<file path="src/rtl/cpse_pkg.sv">
// Package for the composite pixel sample encoder.
// Holds the lane count, the sine and DAC code tables and the shared types.
// Depends on nothing; every other file in rtl uses it by scoped names.
package cpse_pkg;

   localparam int LaneCount = 4;
   localparam int PhaseSteps = 12;
   localparam int BlankIndex = 5;

   // Phase offset, in steps of the twelve-step cycle, that each lane adds.
   localparam logic [3:0] LANE_OFFSET_0 = 4'd0;
   localparam logic [3:0] LANE_OFFSET_1 = 4'd3;
   localparam logic [3:0] LANE_OFFSET_2 = 4'd6;
   localparam logic [3:0] LANE_OFFSET_3 = 4'd9;

   typedef logic [3:0] sample_type;
   typedef sample_type [LaneCount-1:0] sample_vec_type;

   // Sine value, in amplitude steps, at a phase of 0 to 11.
   function automatic logic signed [2:0] sine_step(input logic [3:0] phase);
      logic signed [2:0] step;
      begin
         case (phase)
            4'd0:    step = 3'sd0;
            4'd1:    step = 3'sd1;
            4'd2:    step = 3'sd2;
            4'd3:    step = 3'sd2;
            4'd4:    step = 3'sd2;
            4'd5:    step = 3'sd1;
            4'd6:    step = 3'sd0;
            4'd7:    step = -3'sd1;
            4'd8:    step = -3'sd2;
            4'd9:    step = -3'sd2;
            4'd10:   step = -3'sd2;
            4'd11:   step = -3'sd1;
            default: step = 3'sd0;
         endcase
         return step;
      end
   endfunction

   // Amplitude index to 4-bit DAC code.
   function automatic sample_type dac_code(input logic [3:0] index);
      sample_type code;
      begin
         case (index)
            4'd0, 4'd1, 4'd2, 4'd3: code = 4'h0;
            4'd4:    code = 4'h2;
            4'd5:    code = 4'h1;
            4'd6:    code = 4'h3;
            4'd7:    code = 4'h5;
            4'd8:    code = 4'h7;
            4'd9:    code = 4'h9;
            4'd10:   code = 4'hB;
            4'd11:   code = 4'hD;
            default: code = 4'hF;
         endcase
         return code;
      end
   endfunction

endpackage

</file>
<file path="src/rtl/cpse_lane.sv">
// One sample lane of the composite pixel sample encoder.
// Forms the amplitude index of one sample and maps it to a DAC code.
// Depends on cpse_pkg.
module cpse_lane (
   input  logic [1:0]           luma,
   input  logic [3:0]           phase,
   input  logic [3:0]           offset,
   input  logic                 chroma_on,
   output cpse_pkg::sample_type sample
);

   logic [4:0]        phase_sum;
   logic [3:0]        phase_wrapped;
   logic signed [2:0] sine;
   logic signed [5:0] index;

   always_comb begin
      // The phase is below twelve whenever chroma is on, so one subtract wraps it.
      phase_sum = {1'b0, phase} + {1'b0, offset};
      if (phase_sum >= 5'(cpse_pkg::PhaseSteps)) begin
         phase_wrapped = 4'(phase_sum - 5'(cpse_pkg::PhaseSteps));
      end else begin
         phase_wrapped = phase_sum[3:0];
      end
      sine = chroma_on ? cpse_pkg::sine_step(phase_wrapped) : 3'sd0;
      index = $signed({3'b000, luma, 1'b0}) + 6'(cpse_pkg::BlankIndex)
              + 6'(sine);
      sample = cpse_pkg::dac_code(index[3:0]);
   end

endmodule

</file>
<file path="src/rtl/cpse_merge.sv">
// Merging stage of the composite pixel sample encoder.
// Packs the four lane samples into two bytes behind an output register and a skid stage.
// Depends on cpse_pkg.
module cpse_merge (
   input  logic                     clock,
   input  logic                     reset,
   input  logic                     in_valid,
   output logic                     in_stall,
   input  cpse_pkg::sample_vec_type in_samples,
   output logic                     out_valid,
   input  logic                     out_stall,
   output logic [7:0]               out_first,
   output logic [7:0]               out_second
);

   logic [15:0] packed_in;
   logic [15:0] out_data_ff;
   logic [15:0] skid_data_ff;
   logic        out_valid_ff;
   logic        skid_valid_ff;
   logic        accept;
   logic        take;

   assign packed_in = {in_samples[0], in_samples[1], in_samples[2], in_samples[3]};
   assign in_stall  = skid_valid_ff;
   assign accept    = in_valid && !skid_valid_ff;
   assign take      = out_valid_ff && !out_stall;

   always_ff @(posedge clock) begin
      if (reset) begin
         out_valid_ff  <= 1'b0;
         skid_valid_ff <= 1'b0;
      end else if (skid_valid_ff) begin
         if (take) begin
            skid_valid_ff <= 1'b0;
         end
      end else if (accept) begin
         if (!out_valid_ff || take) begin
            out_valid_ff <= 1'b1;
         end else begin
            skid_valid_ff <= 1'b1;
         end
      end else if (take) begin
         out_valid_ff <= 1'b0;
      end
   end

   always_ff @(posedge clock) begin
      if (skid_valid_ff) begin
         if (take) begin
            out_data_ff <= skid_data_ff;
         end
      end else if (accept) begin
         if (!out_valid_ff || take) begin
            out_data_ff <= packed_in;
         end else begin
            skid_data_ff <= packed_in;
         end
      end
   end

   assign out_valid  = out_valid_ff;
   assign out_first  = out_data_ff[15:8];
   assign out_second = out_data_ff[7:0];

endmodule

</file>
<file path="src/rtl/composite_pixel_sample_encoder_top.sv">
// Composite pixel sample encoder: top level.
// Splits each pixel byte over four cpse_lane instances and merges them in cpse_merge.
// Depends on cpse_pkg, cpse_lane and cpse_merge.
//
// Usage:
//   The request channel (req_valid, req_stall, req_pixel_byte) carries one
//   framebuffer byte per transaction: left luma in bits 7:6, chroma phase in
//   bits 5:2, right luma in bits 1:0. The response channel (rsp_valid,
//   rsp_stall, rsp_first_sample_pair, rsp_second_sample_pair) returns one
//   transaction per request, holding four 4-bit DAC codes, two per byte.
//   Four lanes compute the four samples at once; phase offsets of 0, 3, 6 and
//   9 steps select each lane's point on the twelve-step sine.
//   A taken request goes into the output register (the skid register while that
//   is held) and is offered on the response channel from there. Throughput is
//   one transaction per cycle while the receiver does not stall. When the
//   receiver stalls, the output holds and one further request is caught in a
//   skid register; req_stall rises only once that is full. csr_write_enable
//   with csr_write_data writes grayscale mode, which removes all chroma; the
//   user must write it only while the block is idle; the block does not enforce it.
//   Synchronous reset empties both registers and clears grayscale mode.
module composite_pixel_sample_encoder_top (
   input  logic       clock,
   input  logic       reset,
   input  logic       csr_write_enable,
   input  logic       csr_write_data,
   input  logic       req_valid,
   output logic       req_stall,
   input  logic [7:0] req_pixel_byte,
   output logic       rsp_valid,
   input  logic       rsp_stall,
   output logic [7:0] rsp_first_sample_pair,
   output logic [7:0] rsp_second_sample_pair
);

   logic                     grayscale_mode_ff;
   logic [1:0]               left_luma;
   logic [1:0]               right_luma;
   logic [3:0]               phase;
   logic                     chroma_on;
   cpse_pkg::sample_vec_type samples;

   // Configuration register: grayscale mode.
   always_ff @(posedge clock) begin
      if (reset) begin
         grayscale_mode_ff <= 1'b0;
      end else if (csr_write_enable) begin
         grayscale_mode_ff <= csr_write_data;
      end
   end

   // Field split. Phases twelve to fifteen, like grayscale mode, carry no chroma.
   assign left_luma  = req_pixel_byte[7:6];
   assign right_luma = req_pixel_byte[1:0];
   assign phase      = req_pixel_byte[5:2];
   assign chroma_on  = !grayscale_mode_ff && (phase < 4'(cpse_pkg::PhaseSteps));

   // The left pixel feeds samples 0 and 1, the right pixel samples 2 and 3.
   cpse_lane u_lane_0 (
      .luma      (left_luma),
      .phase     (phase),
      .offset    (cpse_pkg::LANE_OFFSET_0),
      .chroma_on (chroma_on),
      .sample    (samples[0])
   );

   cpse_lane u_lane_1 (
      .luma      (left_luma),
      .phase     (phase),
      .offset    (cpse_pkg::LANE_OFFSET_1),
      .chroma_on (chroma_on),
      .sample    (samples[1])
   );

   cpse_lane u_lane_2 (
      .luma      (right_luma),
      .phase     (phase),
      .offset    (cpse_pkg::LANE_OFFSET_2),
      .chroma_on (chroma_on),
      .sample    (samples[2])
   );

   cpse_lane u_lane_3 (
      .luma      (right_luma),
      .phase     (phase),
      .offset    (cpse_pkg::LANE_OFFSET_3),
      .chroma_on (chroma_on),
      .sample    (samples[3])
   );

   // Packing, output register and skid stage.
   cpse_merge u_merge (
      .clock      (clock),
      .reset      (reset),
      .in_valid   (req_valid),
      .in_stall   (req_stall),
      .in_samples (samples),
      .out_valid  (rsp_valid),
      .out_stall  (rsp_stall),
      .out_first  (rsp_first_sample_pair),
      .out_second (rsp_second_sample_pair)
   );

`ifndef SYNTHESIS
   // The skid register only fills behind a held output.
   assert property (@(posedge clock) disable iff (reset) req_stall |-> rsp_valid)
      else $error("skid stage full while output register empty");

   // An accepted request always leaves the output register valid at the next edge.
   assert property (@(posedge clock) disable iff (reset)
      (req_valid && !req_stall) |=> rsp_valid)
      else $error("accepted transaction did not reach the output");

   // With the receiver free, the skid stage never fills.
   assert property (@(posedge clock) disable iff (reset)
      (!rsp_stall && !req_stall) |=> !req_stall)
      else $error("skid stage filled without a stall");
`endif

endmodule

</file>
<file path="config.mk">
export PLATFORM = sky130hd
export DESIGN_NAME = composite_pixel_sample_encoder_top
export DESIGN_NICKNAME = d
export VERILOG_FILES = /design/src/rtl/cpse_pkg.sv /design/src/rtl/cpse_lane.sv /design/src/rtl/cpse_merge.sv /design/src/rtl/composite_pixel_sample_encoder_top.sv
export SDC_FILE = /design/constraint.sdc
export NUM_CORES = 1
export LEC_CHECK = 0
export CAP_MARGIN = 20
export CORE_MARGIN = 10
export CORE_UTILIZATION = 58
export CTS_CLUSTER_DIAMETER = 100
export DETAILED_ROUTE_END_ITERATION = 16
export DONT_BUFFER_PORTS = 1
export PLACE_DENSITY_LB_ADDON = 0.25
export SLEW_MARGIN = 0
export SYNTH_ARGS = -nofsm -noshare
export SYNTH_HDL_FRONTEND = slang
export SYNTH_SLANG_ARGS = --single-unit
</file>
<file path="constraint.sdc">
create_clock -name clock -period 3.6 [get_ports clock]
set_input_delay 0.18 -clock clock [delete_from_list [all_inputs] [get_ports clock]]
set_output_delay 0.18 -clock clock [all_outputs]
set_load 0.01 [all_outputs]
</file>
# Word level (Yosys, flattened, before mapping)

Memories as Yosys holds them, arrays and structs flattened.
Cells that the tools add are included.

Equal/unequal tests: 2
Reduce and logical (&&, ||, !) cells: 14
Mux-type cells: 19
$lt $le $gt $ge: 5
$add $sub $neg: 13
Bitwise operators: 2

Operators with widths:

| operator              | count |
|---|---|
| $mux W16              | 4 |
| $add A4 B3 Y4         | 4 |
| $mux W4               | 4 |
| $sub A4 B4 Y4 const B | 4 |
| $ge A5 B4 Y1 const B  | 3 |
| $mux W3               | 4 |
| $reduce_and A3 Y1     | 3 |
| $add A3 B3 Y4 const B | 2 |
| $mux W1               | 7 |
| $reduce_bool A2 Y1    | 3 |
| $add A4 B2 Y5 const B | 1 |
| $add A4 B3 Y5 const B | 1 |
| $add A4 B4 Y5 const B | 1 |
| $ge A4 B4 Y1 const B  | 1 |
| $logic_not A1 Y1      | 4 |
| $lt A4 B4 Y1 const B  | 1 |
| $ne A2 B2 Y1 const B  | 2 |
| $logic_and A1 B1 Y1   | 3 |
| $not A1 Y1            | 2 |
| $logic_or A1 B1 Y1    | 1 |

Bits of input ports: 14
Output and inout port bits: 18
Register bits after elaboration: 35
Bits in read-only memories: 448
Memories kept: 8
Word-level logic and storage cells: 68

Memories:

| name             | words | bits a word | read ports | clocked after memory_dff | wr ports | RTL line       | source |
|---|---|---|---|---|---|---|---|
| (name not given) | 16    | 4           | 1          | 0                        | 0        | cpse_pkg.sv:46 | `case (index)` |
| (name not given) | 16    | 4           | 1          | 0                        | 0        | cpse_pkg.sv:46 |  |
| (name not given) | 16    | 4           | 1          | 0                        | 0        | cpse_pkg.sv:46 |  |
| (name not given) | 16    | 4           | 1          | 0                        | 0        | cpse_pkg.sv:46 |  |
| (name not given) | 16    | 3           | 1          | 0                        | 0        | cpse_pkg.sv:23 | `case (phase)` |
| (name not given) | 16    | 3           | 1          | 0                        | 0        | cpse_pkg.sv:23 |  |
| 2 more memories  | -     | -           | -          | -                        | -        | -              |  |

# Longest topological paths before layout

An unclocked memory read counts as a cell.

Depth in word-level cells: 10
Mapped depth: 19
Depth with buffers taken out: 18

# Modules after synthesis

A second synthesis with hierarchy kept.

Cell total of the unflattened synthesis: 343
Area, all modules: 3611.0 um2

By module, submodules not included:

| module                             | instances | cells each | sequential area each (um2) | area an instance (um2) |
|---|---|---|---|---|
| cpse_merge                         | 1         | 62         | 1001.0                     | 1333.8 |
| cpse_lane (u_lane_0 ...)           | 2         | 64         | 0.0                        | 548.0 |
| cpse_lane (u_lane_2)               | 1         | 79         | 0.0                        | 581.8 |
| cpse_lane (u_lane_3)               | 1         | 68         | 0.0                        | 553.0 |
| composite_pixel_sample_encoder_top | 1         | 6          | 20.0                       | 46.3 |

# Least setup slack after synthesis

Ideal clock, no wire load.

Path kind: input port to flip-flop
Start: input req_pixel_byte[4]
End: register u_merge.out_data_ff[6] (data pin)
Stages: 17
Slack: -0.187 ns
Library setup time: 0.274 ns
Required time: 3.326 ns
Data arrival time: 3.513 ns
Path buffers: 3
Cells stage by stage: buf_2 -> buf_2 -> inv_1 -> ha_1 -> inv_1 -> ha_1 -> a221oi_1 -> nand2b_1 -> mux2i_1 -> a211oi_1 -> ha_1 -> clkbuf_1 -> inv_1 -> o221ai_1 -> o31ai_1 -> a221oi_1 -> a31oi_1

Longest elaborated chain between the ends: 10
Elaborated cells on any way between the ends: 13
Classes of those cells: 3 x add/sub; 2 x order compare; 5 x mux; 1 x reduce/logical; 2 x memory

Ends and longest elaborated chain:

| what                                                 | RTL line                                 | source |
|---|---|---|
| start, declared                                      | composite_pixel_sample_encoder_top.sv:28 | `input logic [7:0] req_pixel_byte,` |
| $add A4 B3 Y5                                        | cpse_lane.sv:19                          | `phase_sum = {1'b0, phase} + {1'b0, offset};` |
| $sub A4 B4 Y4 / $ge A5 B4 Y1 (equally long branches) | cpse_lane.sv:21, cpse_lane.sv:20         |  |
| $mux W4                                              | cpse_lane.sv:20                          | `if (phase_sum >= 5'(cpse_pkg::PhaseSteps)) begin` |
| $mem_v2 Z16 W3                                       | -                                        |  |
| $mux W3 (*)                                          | cpse_lane.sv:25                          | `sine = chroma_on ? cpse_pkg::sine_step(phase_wrapped) : 3'sd0;` |
| $add A4 B3 Y4 (*)                                    | cpse_lane.sv:27                          | `+ 6'(sine);` |
| $mem_v2 Z16 W4 (*)                                   | -                                        |  |
| $mux W16 (*)                                         | cpse_merge.sv:54                         | `if (!out_valid_ff \|\| take) begin` |
| $mux W16 (*)                                         | cpse_merge.sv:53                         | `end else if (accept) begin` |
| $mux W16 (*)                                         | cpse_merge.sv:49                         | `if (skid_valid_ff) begin` |
| end signal, assigned                                 | cpse_merge.sv:51                         | `out_data_ff <= skid_data_ff;` |
| end signal, assigned                                 | cpse_merge.sv:55                         | `out_data_ff <= packed_in;` |
| end, declared                                        | cpse_merge.sv:17                         | `logic [15:0] out_data_ff;` |

Mark *: on every way between the ends. The rest lies on a longest branch, timed or not. The select of a mux whose other input is x is not followed.
A chain may end at the register's enable or synchronous reset.

# Worst setup path after layout

Start: input req_pixel_byte[2]
End: register u_merge.out_data_ff[10] (data pin)

Longest elaborated chain between the ends: 10
Elaborated cells on any way between the ends: 13
Classes of those cells: 3 x add/sub; 2 x order compare; 5 x mux; 1 x reduce/logical; 2 x memory

Ends and longest elaborated chain:

| what                                                 | RTL line |
|---|---|
| $add A4 B2 Y5                                        | cpse_lane.sv:19 |
| $sub A4 B4 Y4 / $ge A5 B4 Y1 (equally long branches) | cpse_lane.sv:21, cpse_lane.sv:20 |
| $mux W4                                              | cpse_lane.sv:20 |
| $mem_v2 Z16 W3                                       | - |
| $mux W3 (*)                                          | cpse_lane.sv:25 |
| $add A4 B3 Y4 (*)                                    | cpse_lane.sv:27 |
| $mem_v2 Z16 W4 (*)                                   | - |
| $mux W16 (*)                                         | cpse_merge.sv:54 |
| $mux W16 (*)                                         | cpse_merge.sv:53 |
| $mux W16 (*)                                         | cpse_merge.sv:49 |

Marked as above.

==> metrics.md <==
| Metric | Value |
|---|---|
| Status | complete, no violations |
| TritonCTS Buffers | 5 |
| F_max | just over 300 MHz |
| Share of cells above drive strength 1 | between 10% and 20% |
| Synth-to-layout area growth | 6.554% |
| DR iter-0 viols | roughly 140 |
| Starting Density | 60.54% |
| DRT Pass-1 Iters | 6 |
| GP Congestion | 0.9411 |
| Post-DP HPWL | 5.152 mm |
| HP Class | primary input to flip-flop |
| Overall routing resource usage | between 15 and 20% |
| Vias per Instance | between 6 and 7 |
| Global-route wire length before repair | around 11 mm |
| Tot Pwr | between 1 and 1.5 mW |
| Met3 usage | 2.958% |
| Number of max-cap violations | 0 |
| # Post-CTS Setup Buffers | 0 |
| Grt ovf | 0 |
| Cell leakage power | roughly 1.3 nW |
| Ports | 32 |
| Worst Clk Skew | roughly 0.0052 ns |
| Top-area cell type share of the netlist area | a little under a third |
| Core footprint | 0.005140 sq mm |
| Row Count | 26 |
| Syn Inst Count | ~350 |
| Fin Hold WS | ~0.073 ns |
| Post-synth net total | 385 |
| Final WL | about 6.7 mm |
| DRC viols | 0 |
| Commonest non-fill, non-tap cell in the layout | nor2_1 |
| CP Launch Type | primary input |
| Yosys warning count | 0 |
| Post-synthesis sequential area ratio | around 33% |
| Actual slew at the worst max-slew pin | about 0.8 ns |
| Clock network latency to the later pin of the worst-skew pair | ~0.27 ns |
| Vias in the first global route | about 2,300 |
| CP Max Fanout | 13 |
| Final setup violation count | 0 |
| CP Capture Type | flip-flop |
| M2 GR Usage | ~25% |
| Multi-input gate area | ~0.0019 sq mm |
| Worst VDD drop | 0.0002200 V |
| Yosys reg bits | 35 |
| Synth area leaders | edfxtp_1 (31%), ha_1 (10%), a21oi_1 (4.0%) |
| Largest net degree at the start of global routing | 25 |
| Yosys cell types | 69 |
| Root buffer cell | clkbuf_8 |
| CTS Buffer Depth | 2 |
| Post-route cell area | 0.003316 sq mm |
| Primary FF master, synth | edfxtp_1 |
| I/O Buffers | 0 |
| Die Wd | around 93 um |
| Setup repair after global routing missed its margin | false |
| Fin crit period | between 3 and 4 ns |
| DR WL/cell | ~16 um |
| Most frequent cells in the layout | nor2_1 (33), edfxtp_1 (32), a21oi_1 (25), ha_1 (25), nand2_1 (24) |
| M1 GR Usage | about a fifth |
| DP Area | approximately 0.0032 sq mm |
| Final Max Tran Viols | 0 |
| Non-Filler Instances | about 420 |
| Placed Cells | roughly 410 |
| Final hold vios | 0 |
| Crit path DAT | approximately 3.4 ns |
| Synth Cell Area | slightly above 0.003 sq mm |
| Die H | a little over 90 um |
| GR peak layer | met2 |
| Share of flip-flops with an asynchronous set or reset | 0% |
| Place WS | -0.01799 ns |
| Final ANT Viol Nets | 0 |
| CTS Sinks | 35 |
| DR vias | 2,610 |
| H-tree levels | 2 |
| EDFF count, synth | 32 |
| Final WS setup | 0.3166 ns |
| CTS tree | yes |
| Syn Area/Cell | around 9.0 sq um |
| Setup_tns | 0 ns |
| Reg area | ~0.0010 sq mm |
| Worst slew margin | a little under half |
| Die area | just under 0.009 sq mm |
| Worst-path clk slew | roughly 0.07 ns |
| ANT cells | 0 |
| Final #Nets | ~400 |
| Fillers | 445 |
| Final Cycle Share | 91.20% |
| Data required, critical path | 3.73 ns |
| Final core occ | between 60 and 70% |
| Initial antenna violation count | 0 |
| Kind of critical path | primary input to flip-flop |
| Pwr dens | 413.7 mW/mm^2 |
| Top cell type by total area after synthesis | edfxtp_1 |
==> final cells by class <==
| cell class | instances | area share (%) |
|---|---|---|
| multi-input combinational | 276 | 58.49 |
| sequential | 35 | 30.79 |
| timing repair buffer | 15 | 3.472 |
| tap | 70 | 2.642 |
| clock buffer | 7 | 2.302 |
| inverter | 19 | 2.151 |
| clock inverter | 1 | 0.1509 |
==> cells by family (layout without fill, tap and decap cells) <==
family | Yosys count | after routing | synth area share, %
AOI/OAI and AO/OA | 104 | 104 | 23.80
xor gates and xnor gates | 5 | 5 | 1.890
adders and majority gates | 25 | 25 | 10.05
buffers and inverters | 35 | 42 | 5.307
DFF | 35 | 35 | 32.81
muxes | 11 | 11 | 3.860
and+or+nand+nor | 131 | 131 | 22.28
==> worst max-delay path, cell delays in order <==
cell     delay, ns
inv_1         0.13
ha_1          0.31
xor2_2        0.28
inv_2         0.11
ha_1          0.24
nand2_1       0.14
nand2_1       0.11
nor2_1        0.24
mux2_2        0.38
a21oi_1       0.17
ha_1          0.20
inv_1         0.09
or3_1         0.35
and3_1        0.19
nand2_1       0.06
o21ai_0       0.08
a31oi_1       0.15
==> flip-flops by register name, summed over array words and instances (netlist names) <==
register	flops
grayscale_mode_ff	1
u_merge.in_stall	1
u_merge.out_data_ff	16
u_merge.out_valid	1
u_merge.skid_data_ff	16
==> repair_timing <==
item,in CTS,in global routing
gates resized for setup,0,1
endpoints found under the setup margin,0,1
hold endpoints to repair,3,0
hold buffers,1,0
==> final timing paths <==
path	startpoint	endpoint	slack, ns	depth (start not counted)
max	req_pixel_byte[2]	u_merge.out_data_ff[10]	0.32	17
min	csr_write_data	grayscale_mode_ff	0.07	2
max reg2reg	grayscale_mode_ff	u_merge.out_data_ff[6]	1.01	8
min reg2reg	u_merge.skid_data_ff[8]	u_merge.out_data_ff[8]	0.55	2
==> per-layer routing <==
layer	vias to the layer above	wire length [um]
li1	1306	-
met1	1210	3068
met5	-	0
met4	0	55
met2	88	3133
met3	6	403
==> power by group <==
part / internal, mW / switching (mW)
Combinational: 0.240 / 0.321
Clock: 0.135 / 0.125
Sequential: 0.518 / 0.0320
==> cell usage after synthesis, types with 3 or more instances <==
cell / n
nor2_1: 33
edfxtp_1: 32
a21oi_1: 25
ha_1: 25
nand2_1: 24
inv_1: 18
nor2b_1: 15
nor3_1: 12
o21ai_0: 10
o31ai_1: 9
clkbuf_1: 7
nand2b_1: 7
nand3_1: 7
buf_2: 6
mux2i_1: 6
o211ai_1: 6
and2_1: 5
o21ai_1: 5
a211oi_1: 4
a221oi_1: 4
a31oi_1: 4
mux2_2: 4
o22ai_1: 4
a311oi_1: 3
dfxtp_1: 3
nand3b_1: 3
o21a_1: 3
or3_1: 3
Note: power is estimated with default switching activity, not from simulation.
